`src/hw/rtl/lrukv_pkg.sv`:
```
// ----------------------------------------------------------------------------
// lrukv_pkg
// shared widths, codes and word types of the lru key-value cache
// ----------------------------------------------------------------------------
package lrukv_pkg;

  localparam int ENTRIES_DEFAULT = 16;
  localparam int KEY_W           = 16;
  localparam int VALUE_W         = 32;
  localparam int CAP_W           = 5;

  localparam logic [CAP_W-1:0] CAP_RESET = 5'd16;

  typedef enum logic {
    OP_GET = 1'b0,
    OP_PUT = 1'b1
  } lrukv_op_e;

  typedef struct packed {
    lrukv_op_e                  op;
    logic [KEY_W-1:0]           key;
    logic signed [VALUE_W-1:0]  value;
  } lrukv_req_t;

  typedef struct packed {
    logic                       found;
    logic signed [VALUE_W-1:0]  read_value;
    logic                       evicted;
    logic [KEY_W-1:0]           evicted_key;
  } lrukv_res_t;

endpackage

```
`src/hw/rtl/lru_key_value_cache_unit.sv`:
```
// ----------------------------------------------------------------------------
// lru_key_value_cache_unit
// fully associative key-value cache with least-recently-used replacement
// ----------------------------------------------------------------------------
// input channel: in_valid_i / in_stall_o with operation_i (get or put),
// key_i and value_i. output channel: out_valid_o / out_stall_i with found_o,
// read_value_o, evicted_o and evicted_key_o, one result word per input word.
// a word is taken on a rising edge with valid high and stall low.
// throughput: one word per cycle while out_stall_i is low; the key match
// against all ENTRIES slots, the rank update and the store write sit between
// the input register and the result register, so the next word always sees
// the updated store. capacity must be written through cfg_we_i / cfg_wdata_i
// only while the unit is idle, by the user; the unit does not enforce it.
// zero acts as one and values above ENTRIES act as ENTRIES.
// reset empties the cache at once and sets capacity to 16; no clearing pass.
// when out_stall_i holds a result, one more word may wait in the input
// register, after which in_stall_o rises in the same cycle.
// ----------------------------------------------------------------------------
module lru_key_value_cache_unit #(
  parameter int ENTRIES = lrukv_pkg::ENTRIES_DEFAULT
) (
  input  logic                                clk_i,
  input  logic                                rst_ni,
  input  logic                                in_valid_i,
  output logic                                in_stall_o,
  input  logic                                operation_i,
  input  logic [lrukv_pkg::KEY_W-1:0]         key_i,
  input  logic signed [lrukv_pkg::VALUE_W-1:0] value_i,
  output logic                                out_valid_o,
  input  logic                                out_stall_i,
  output logic                                found_o,
  output logic signed [lrukv_pkg::VALUE_W-1:0] read_value_o,
  output logic                                evicted_o,
  output logic [lrukv_pkg::KEY_W-1:0]         evicted_key_o,
  input  logic                                cfg_we_i,
  input  logic [lrukv_pkg::CAP_W-1:0]         cfg_wdata_i
);
  import lrukv_pkg::*;

  logic [CAP_W-1:0] cap_q;
  logic             in_valid_q;
  lrukv_req_t       req_q;
  logic             out_valid_q;
  lrukv_res_t       res_q;
  lrukv_res_t       res_d;
  logic             advance;
  logic             in_accept;

  assign advance    = !out_valid_q || !out_stall_i;
  assign in_stall_o = in_valid_q && !advance;
  assign in_accept  = in_valid_i && !in_stall_o;

  always_ff @(posedge clk_i or negedge rst_ni) begin
    if (!rst_ni) begin
      cap_q       <= CAP_RESET;
      in_valid_q  <= 1'b0;
      out_valid_q <= 1'b0;
    end else begin
      if (cfg_we_i) begin
        cap_q <= cfg_wdata_i;
      end
      if (in_accept) begin
        in_valid_q <= 1'b1;
      end else if (advance) begin
        in_valid_q <= 1'b0;
      end
      if (advance) begin
        out_valid_q <= in_valid_q;
      end
    end
  end

  always_ff @(posedge clk_i) begin
    if (in_accept) begin
      req_q.op    <= lrukv_op_e'(operation_i);
      req_q.key   <= key_i;
      req_q.value <= value_i;
    end
    if (advance && in_valid_q) begin
      res_q <= res_d;
    end
  end

  lrukv_core #(
    .Entries (ENTRIES)
  ) u_core (
    .clk_i    (clk_i),
    .rst_ni   (rst_ni),
    .cap_i    (cap_q),
    .req_en_i (advance && in_valid_q),
    .req_i    (req_q),
    .res_o    (res_d)
  );

  assign out_valid_o   = out_valid_q;
  assign found_o       = res_q.found;
  assign read_value_o  = res_q.read_value;
  assign evicted_o     = res_q.evicted;
  assign evicted_key_o = res_q.evicted_key;

endmodule

```
`src/hw/rtl/lrukv_core.sv`:
```
// ----------------------------------------------------------------------------
// lrukv_core
// entry store with parallel key match, recency ranks and replacement choice;
// gives the result of the pending word and updates the store when it moves on
// ----------------------------------------------------------------------------
module lrukv_core #(
  parameter int Entries = lrukv_pkg::ENTRIES_DEFAULT
) (
  input  logic                          clk_i,
  input  logic                          rst_ni,
  input  logic [lrukv_pkg::CAP_W-1:0]   cap_i,
  input  logic                          req_en_i,
  input  lrukv_pkg::lrukv_req_t         req_i,
  output lrukv_pkg::lrukv_res_t         res_o
);
  import lrukv_pkg::*;

  localparam int IdxW = (Entries > 1) ? $clog2(Entries) : 1;
  localparam int OccW = $clog2(Entries + 1);
  localparam int CmpW = (OccW > CAP_W) ? OccW : CAP_W;

  logic [KEY_W-1:0]          key_q   [Entries];
  logic signed [VALUE_W-1:0] value_q [Entries];
  logic [Entries-1:0]        valid_q;
  logic [IdxW-1:0]           rank_q  [Entries];
  logic [OccW-1:0]           occ_q;

  logic              hit;
  logic [IdxW-1:0]   hit_idx;
  logic              free_any;
  logic [IdxW-1:0]   free_idx;
  logic [IdxW-1:0]   lru_idx;
  logic [OccW-1:0]   occ_m1;
  logic [IdxW-1:0]   lru_rank;
  logic              is_put;
  logic              room;
  logic              fill;
  logic [IdxW-1:0]   slot;
  logic [IdxW-1:0]   prom_rank;
  logic              upd;

  always_comb begin
    hit      = 1'b0;
    hit_idx  = '0;
    free_any = 1'b0;
    free_idx = '0;
    lru_idx  = '0;
    occ_m1   = occ_q - OccW'(1);
    lru_rank = occ_m1[IdxW-1:0];
    for (int i = Entries - 1; i >= 0; i--) begin
      if (valid_q[i] && key_q[i] == req_i.key) begin
        hit     = 1'b1;
        hit_idx = IdxW'(i);
      end
      if (!valid_q[i]) begin
        free_any = 1'b1;
        free_idx = IdxW'(i);
      end
      if (valid_q[i] && rank_q[i] == lru_rank) begin
        lru_idx = IdxW'(i);
      end
    end
    is_put    = (req_i.op == OP_PUT);
    room      = free_any && (occ_q == '0 || CmpW'(occ_q) < CmpW'(cap_i));
    fill      = is_put && !hit && room;
    slot      = hit ? hit_idx : (fill ? free_idx : lru_idx);
    prom_rank = hit ? rank_q[hit_idx] : lru_rank;
    upd       = req_en_i && (hit || is_put);

    res_o.found       = hit;
    res_o.read_value  = (hit && req_i.op == OP_GET) ? value_q[hit_idx] : '0;
    res_o.evicted     = is_put && !hit && !fill;
    res_o.evicted_key = (is_put && !hit && !fill) ? key_q[lru_idx] : '0;
  end

  // recency ranks, valid bits and occupancy
  always_ff @(posedge clk_i or negedge rst_ni) begin
    if (!rst_ni) begin
      valid_q <= '0;
      occ_q   <= '0;
      for (int i = 0; i < Entries; i++) begin
        rank_q[i] <= '0;
      end
    end else if (upd) begin
      for (int i = 0; i < Entries; i++) begin
        if (IdxW'(i) == slot) begin
          rank_q[i] <= '0;
        end else if (valid_q[i] && (fill || rank_q[i] < prom_rank)) begin
          rank_q[i] <= rank_q[i] + IdxW'(1);
        end
      end
      if (fill) begin
        valid_q[slot] <= 1'b1;
        occ_q         <= occ_q + OccW'(1);
      end
    end
  end

  // key and value store
  always_ff @(posedge clk_i) begin
    if (req_en_i && is_put) begin
      key_q[slot]   <= req_i.key;
      value_q[slot] <= req_i.value;
    end
  end

endmodule

```
`config.mk`:
```
export PLATFORM = sky130hd
export DESIGN_NAME = lru_key_value_cache_unit
export DESIGN_NICKNAME = d
export VERILOG_FILES = /design/src/hw/rtl/lrukv_pkg.sv /design/src/hw/rtl/lru_key_value_cache_unit.sv /design/src/hw/rtl/lrukv_core.sv
export SDC_FILE = /design/constraint.sdc
export NUM_CORES = 2
export LEC_CHECK = 0
export ABC_AREA = 1
export BUFFER_PORTS_ARGS = -buffer_cell sky130_fd_sc_hd__clkbuf_2
export CORE_UTILIZATION = 55
export DETAILED_ROUTE_END_ITERATION = 8
export GPL_TIMING_DRIVEN = 1
export PLACE_DENSITY = 0.69
export SYNTH_ARGS = -nofsm -noshare
export SYNTH_HDL_FRONTEND = slang
export SYNTH_SLANG_ARGS = --single-unit
```
`constraint.sdc`:
```
create_clock -name clk_i -period 16.4 [get_ports clk_i]
set_input_delay 0.82 -clock clk_i [delete_from_list [all_inputs] [get_ports clk_i]]
set_output_delay 0.82 -clock clk_i [all_outputs]
set_load 0.1 [all_outputs]
```
Yosys cells after proc, flatten, opt, wreduce, memory -nomap -nowiden

Memories as Yosys holds them, arrays and structs flattened. A register that Yosys moved wholly into a read port is not among the register bits.
Cells that the tools add are included.

Bitwise operators: 3
$add $sub $neg: 18
Reductions and logical operators: 122
$lt $le $gt $ge: 20
Mux-type cells: 124
Equality and inequality tests: 47

Operators by type and width:

| kind                  | count |
|---|---|
| $mux W4               | 85 |
| $eq A16 B16 Y1        | 16 |
| $add A4 B1 Y4 const B | 16 |
| $eq A4 B4 Y1          | 16 |
| $lt A4 B4 Y1          | 16 |
| $logic_and A1 B1 Y1   | 59 |
| $mux W1               | 37 |
| $reduce_and A2 Y1     | 17 |
| $reduce_bool A2 Y1    | 17 |
| $eq A4 B4 Y1 const A  | 8 |
| $logic_or A1 B1 Y1    | 19 |
| $bmux W4 S4           | 1 |
| $eq A3 B4 Y1 const A  | 4 |
| $or A16 B16 Y16       | 1 |
| $eq A2 B4 Y1 const A  | 2 |
| $logic_not A1 Y1      | 8 |
| $add A5 B1 Y5 const B | 1 |
| $ge A5 B5 Y1 const B  | 1 |
| $logic_not A5 Y1      | 1 |
| $lt A4 B5 Y1 const B  | 1 |
| $lt A5 B5 Y1          | 1 |
| $not A4 Y5            | 1 |
| $demux W1 S4          | 1 |
| $eq A1 B4 Y1 const A  | 1 |
| 4 further kinds       | 4 |

Bits in registers: 143
Input bits: 59
Memories: 2
Bits in writable memories: 768
Logic and storage cells: 362

Memory list:

| memory         | depth | width | rd ports | clocked after memory_dff | write ports | line             | source |
|---|---|---|---|---|---|---|---|
| u_core.value_q | 16    | 32    | 1        | 1                        | 1           | lrukv_core.sv:23 | `logic signed [VALUE_W-1:0] value_q [Entries];` |
| u_core.key_q   | 16    | 16    | 17       | 1                        | 1           | lrukv_core.sv:22 | `logic [KEY_W-1:0] key_q [Entries];` |

Depth between registers and ports, before layout

Word-level depth: 28
Mapped depth: 45
Mapped depth without buffers: 42

By module

Synthesis repeated with hierarchy kept, for this count alone.

Cell total of the unflattened synthesis: 4786
Area, all modules: 47255.3 um^2

Modules (own cells, without submodules):

| module                   | seq. area each (um^2) | area an instance (um^2) | times used | cells an instance |
|---|---|---|---|---|
| lrukv_core               | 25189.2               | 43988.4                 | 1          | 4654 |
| lru_key_value_cache_unit | 3149.3                | 3266.9                  | 1          | 132 |

Least setup slack after synthesis

No wires, ideal clock.

Path type: register to register
Start point: register out_valid_q (netlist: out_valid_o)
End point: memory u_core.key_q[7][0] (enable)
Arrival time: 6.448 ns
Path buffers: 1
Stages on the path, launching flop included: 5
Clock period less this slack: 6.902 ns
Setup slack: 9.498 ns
Cell sequence: dfrtp_1 -> a21oi_1 -> nand2_1 -> clkbuf_1 -> nor2_1

Longest elaborated chain between the ends: 6

Ends and longest elaborated chain:

| item                          | line                           | source |
|---|---|---|
| start, declared               | lru_key_value_cache_unit.sv:43 | `logic out_valid_q;` |
| start signal, assigned        | lru_key_value_cache_unit.sv:68 | `out_valid_q <= in_valid_q;` |
| $logic_not A1 Y1              | lru_key_value_cache_unit.sv:49 | `assign advance = !out_valid_q \|\| !out_stall_i;` |
| $logic_or A1 B1 Y1            | lru_key_value_cache_unit.sv:49 |  |
| $logic_and A1 B1 Y1           | lru_key_value_cache_unit.sv:90 | `.req_en_i (advance && in_valid_q),` |
| net u_core.req_en_i           | lrukv_core.sv:12               | `input logic req_en_i,` |
| $logic_and A1 B1 Y1           | lrukv_core.sv:101              | `if (req_en_i && is_put) begin` |
| $mux W1                       | lrukv_core.sv:101              |  |
| $mux W1 (implied by the code) | lrukv_core.sv:102              | `key_q[slot] <= req_i.key;` |
| end, declared                 | lrukv_core.sv:22               |  |

The timed path passes the listed nets, and every way through them passes these cells.

Final worst setup path

Start point: register u_core.occ_q[0]
End point: memory u_core.value_q[14][29] (enable)

Longest elaborated chain between the ends: 21
Elaborated cells on any way between the ends: 56
Those cells by class: 1 x add/sub; 1 x order compare; 16 x eq/ne; 18 x mux; 20 x reduce/logical

Ends and longest elaborated chain:

| item                    | line             | source |
|---|---|---|
| start, declared         | lrukv_core.sv:26 | `logic [OccW-1:0] occ_q;` |
| start signal, assigned  | lrukv_core.sv:94 | `occ_q <= occ_q + OccW'(1);` |
| $sub A4 B1 Y4           | lrukv_core.sv:48 | `occ_m1 = occ_q - OccW'(1);` |
| $eq A4 B4 Y1            | lrukv_core.sv:59 | `if (valid_q[i] && rank_q[i] == lru_rank) begin` |
| $logic_and A1 B1 Y1     | lrukv_core.sv:59 |  |
| $mux W4 (16 in series)  | lrukv_core.sv:59 |  |
| $mux W4 * (2 in series) | lrukv_core.sv:66 | `slot = hit ? hit_idx : (fill ? free_idx : lru_idx);` |
| end, declared           | lrukv_core.sv:23 |  |

Every way passes the cells marked *; elsewhere a longest branch is shown, timed or not.

==> out/metrics.csv <==
stage,metric,value,unit
power_and_ir_drop,power,5.47,mW
layout,final_common_cell,edfxtp_1,
yosys,yosysWarningCount,0,
yosys,syn-num-nets,4735,
yosys,synth.area.mux_share,0,
yosys,yosys.area_share.xor_xnor,0.0218,
clock_tree,hold_buffers,0,
global_route,grt_max_degree,196,
clock_tree,cts_resized,0,
yosys,ys_types,60,
worst_setup_path,cp-end-kind,register,
layout,mostFrequentLayoutCells,"edfxtp_1, nand2_1, nor2_1, o21ai_0, inv_1",
routing,drt_first_iter_violations,4704,
routing,drt-pass1-iter-count,8,
worst_setup_path,crit_type,reg -> reg,
sta,period_needed,8340,ps
sta,skew,48.2,ps
power_and_ir_drop,intPower,4.09,mW
clock_tree,numCtsBuffers,100,
sta,worstMarginPinSlew,1400,ps
yosys,synth-edff-count,867,
global_route,track_usage,0.329,
flow_run,drv_cap,0,
routing,avgViaCountPerCell,6.18,
clock_tree,clock_latency,700,ps
placed_design,place_inst,5673,
die,start_util,0.558,
die,core,84100,um2
global_route,grt_pass1_vias,34100,
die,dieWidth,294,um
sta,grt_setup_unrepaired,false,
power_and_ir_drop,power_frac_seq,0.504,
worst_setup_path,crit_path_max_incr_delay,1160,ps
yosys,ys_seq_area_frac,0.604,
worst_setup_path,startpoint_type,register,
clock_tree,cts_tree,done,
sta,fin_crit_sh,0.508,
placed_design,place_congestion,0.980,
yosys,synth_top_family_by_area,simple AND/OR/NAND/NOR gates,
routing,drc,0,
die,die_area,86500,um2
sta,finalSetupViolations,0,
clock_tree,htreeDepth,3,
yosys,ys_seq_elements,959,
layout,syn_to_final_growth,10.1,%
yosys,async_flop_share,0.0959,
worst_setup_path,cp_max_fo,54,
power_and_ir_drop,comb_power_share,0.084,
yosys,synth_cells,4605,
global_route,gr-total-overflow,0,
layout,fin_nets,4771,
power_and_ir_drop,clkPwrFrac,0.412,
yosys,yosysTopAreaCellShare,0.555,
status,status,"complete, no violations",
power_and_ir_drop,power_switching,1.38,mW
yosys,synth-main-ff-cell,edfxtp_1,
routing,drtAntennaViolNets,0,
worst_setup_path,path_cells,inv_2 > ha_1 > inv_1 > o221ai_1 > or4_1 > nand2_1 > nor2_1 > nand2_2 > nand2_1 > a21oi_2 > inv_2 > nand2_1 > inv_2 > nand2_2 > nor2_4 > buf_4,
power_and_ir_drop,ir_drop,0.109,mV
layout,drive_gt1_frac,0.103,
global_route,antenna_found_initial,1,
routing,routed_wirelength,143000,um
clock_tree,cts_setup_buffers,0,
sta,tns,0,ps
yosys,post_synth_and_or_nand_nor_area_fraction,0.178,
sta,drv_slew,0,
worst_setup_path,cp_num_buf_inv,5,
die,io_pins,111,
die,std_cell_rows,106,
power_and_ir_drop,powerDensity,106,nW/um2
placed_design,dp_hpwl,84800,um
yosys,synth_compound_area_frac,0.119,
sta,final_hold_viol_count,0,
placed_design,port_buffers,110,
min_path,hold_class,in -> async,
routing,vias,36100,
sta,relSlewSlack,0.0623,
layout,antennaDiodeCount,0,
power_and_ir_drop,leakagePower,19.9,nW
worst_setup_path,crit_slowest_cell,ha_1,
yosys,syn_area_per_cell,10.2,um2
clock_tree,clk_pin_slew,60,ps
worst_setup_path,crit_required,16740,ps
yosys,yosysTopAreaCell,edfxtp_1,
clock_tree,clockRootBuffer,clkbuf_16,
die,die_h,294,um
worst_setup_path,arrival,8680,ps
worst_setup_path,path_delay_family,simple AND/OR/NAND/NOR gates,
yosys,mappedNetlistArea,46900,um2
sta,max_freq,120,MHz
clock_tree,cts_max_path_buffers,3,
clock_tree,cts.sinks,959,
global_route,grt_pass1_wl,213000,um
yosys,synth_adder_area_share,0.0189,
yosys,synthTopCellsByArea,"edfxtp_1, nand2_1, o21ai_0, dfrtp_1, nor2_1",
routing,wire_per_inst,24.5,um
power_and_ir_drop,sw_frac_of_total,0.252,
layout,layout.cells.non_filler,5849,
-- metal layers --
| metal | part of all wire | GRT usage | up-vias |
|---|---|---|---|
| li1 | - | - | 16400 |
| met1 | 0.41 | 0.455 | 17500 |
| met2 | 0.45 | 0.511 | 1930 |
| met3 | 0.089 | 0.0495 | 339 |
| met4 | 0.050 | 0.158 | 2 |
| met5 | 0.000098 | 0 | - |
-- worst reg2reg max path: cells and delay by family (launching register included) --
family                     cells  cell delay (ps)
DFF                            1              780
and+or+nand+nor                8             4020
buffers and inverters          5             1650
adders and majority gates      1             1160
AOI/OAI and AO/OA              2              380
-- layout make-up --
class	instances	area, um2
sequential	959	28300
clock inverter	60	627
clock buffer	116	2610
inverter	438	1660
timing repair buffer	167	993
fill	6942	32400
multi-input combinational	2975	16000
tap	1134	1420
-- power groups by stage --
stage	sequential (mW)	clock, mW	combinational (mW)
after floorplan	2.90	0	0.209
after global placement	2.81	0	0.448
after detailed placement	2.81	0	0.450
after CTS	2.76	2.27	0.451
after global routing	2.76	2.36	0.483
final	2.76	2.25	0.461
-- logic make-up after synthesis --
group / after synthesis
AOI/OAI and AO/OA: 919
xor gates and xnor gates: 117
adders and majority gates: 71
buffers and inverters: 671
DFF: 959
and+or+nand+nor: 1868
-- cell usage after synthesis, types with 13 or more instances --
| cell | instances |
|---|---|
| edfxtp_1 | 867 |
| nand2_1 | 668 |
| nor2_1 | 585 |
| o21ai_0 | 462 |
| inv_1 | 396 |
| nand3_1 | 260 |
| a21oi_1 | 177 |
| o221ai_1 | 152 |
| clkbuf_1 | 132 |
| nand4_1 | 100 |
| xor2_1 | 95 |
| dfrtp_1 | 91 |
| ha_1 | 71 |
| nor3_1 | 62 |
| nor4_1 | 60 |
| nand2_2 | 57 |
| buf_2 | 51 |
| inv_2 | 35 |
| o211ai_1 | 35 |
| o22ai_1 | 24 |
| xnor2_1 | 22 |
| buf_4 | 19 |
| buf_1 | 17 |
| o2111ai_1 | 15 |
| buf_6 | 13 |
| o21ai_1 | 13 |
| or2_2 | 13 |
-- worst paths after layout --
path	from	to	slack, ps	cells after the start
min	rst_ni	cap_q[0]$_DFFE_PN0P_	130	1
max	u_core.occ_q[0]$_DFFE_PN0P_	u_core.value_q[14][29]$_DFFE_PP_	8060	16
max in group asynchronous	rst_ni	u_core.rank_q[61]$_DFFE_PN0P_	15110	2
max reg2reg	u_core.occ_q[0]$_DFFE_PN0P_	u_core.value_q[14][29]$_DFFE_PP_	8060	16
min reg2reg	in_valid_q$_DFFE_PN0P_	out_valid_o$_DFFE_PN0N_	510	2
min in group clk_i	value_i[21]	req_q[21]$_DFFE_PP_	290	1
-- stage by stage --
stage          cell area [um2]  hold WS, ps  utilization  setup WS [ps]
6_report                 51700          132        0.614           8060
5_1_grt                  51700          152        0.614           7820
4_1_cts                  51700          131        0.614           8320
3_5_place_dp             48400          485        0.576           8350
3_3_place_gp             48400          469        0.576           8380
2_1_floorplan            46900          433            -           9500
-- flip-flops by register name, summed over array words and instances, names as in the netlist --
name	cells
u_core.value_q	512
u_core.key_q	256
u_core.rank_q	64
req_q	49
read_value_o	32
evicted_key_o	16
u_core.valid_q	16
cap_q	5
u_core.occ_q	5
evicted_o	1
found_o	1
in_valid_q	1
out_valid_o	1
Power figures use the tool's default switching activity.
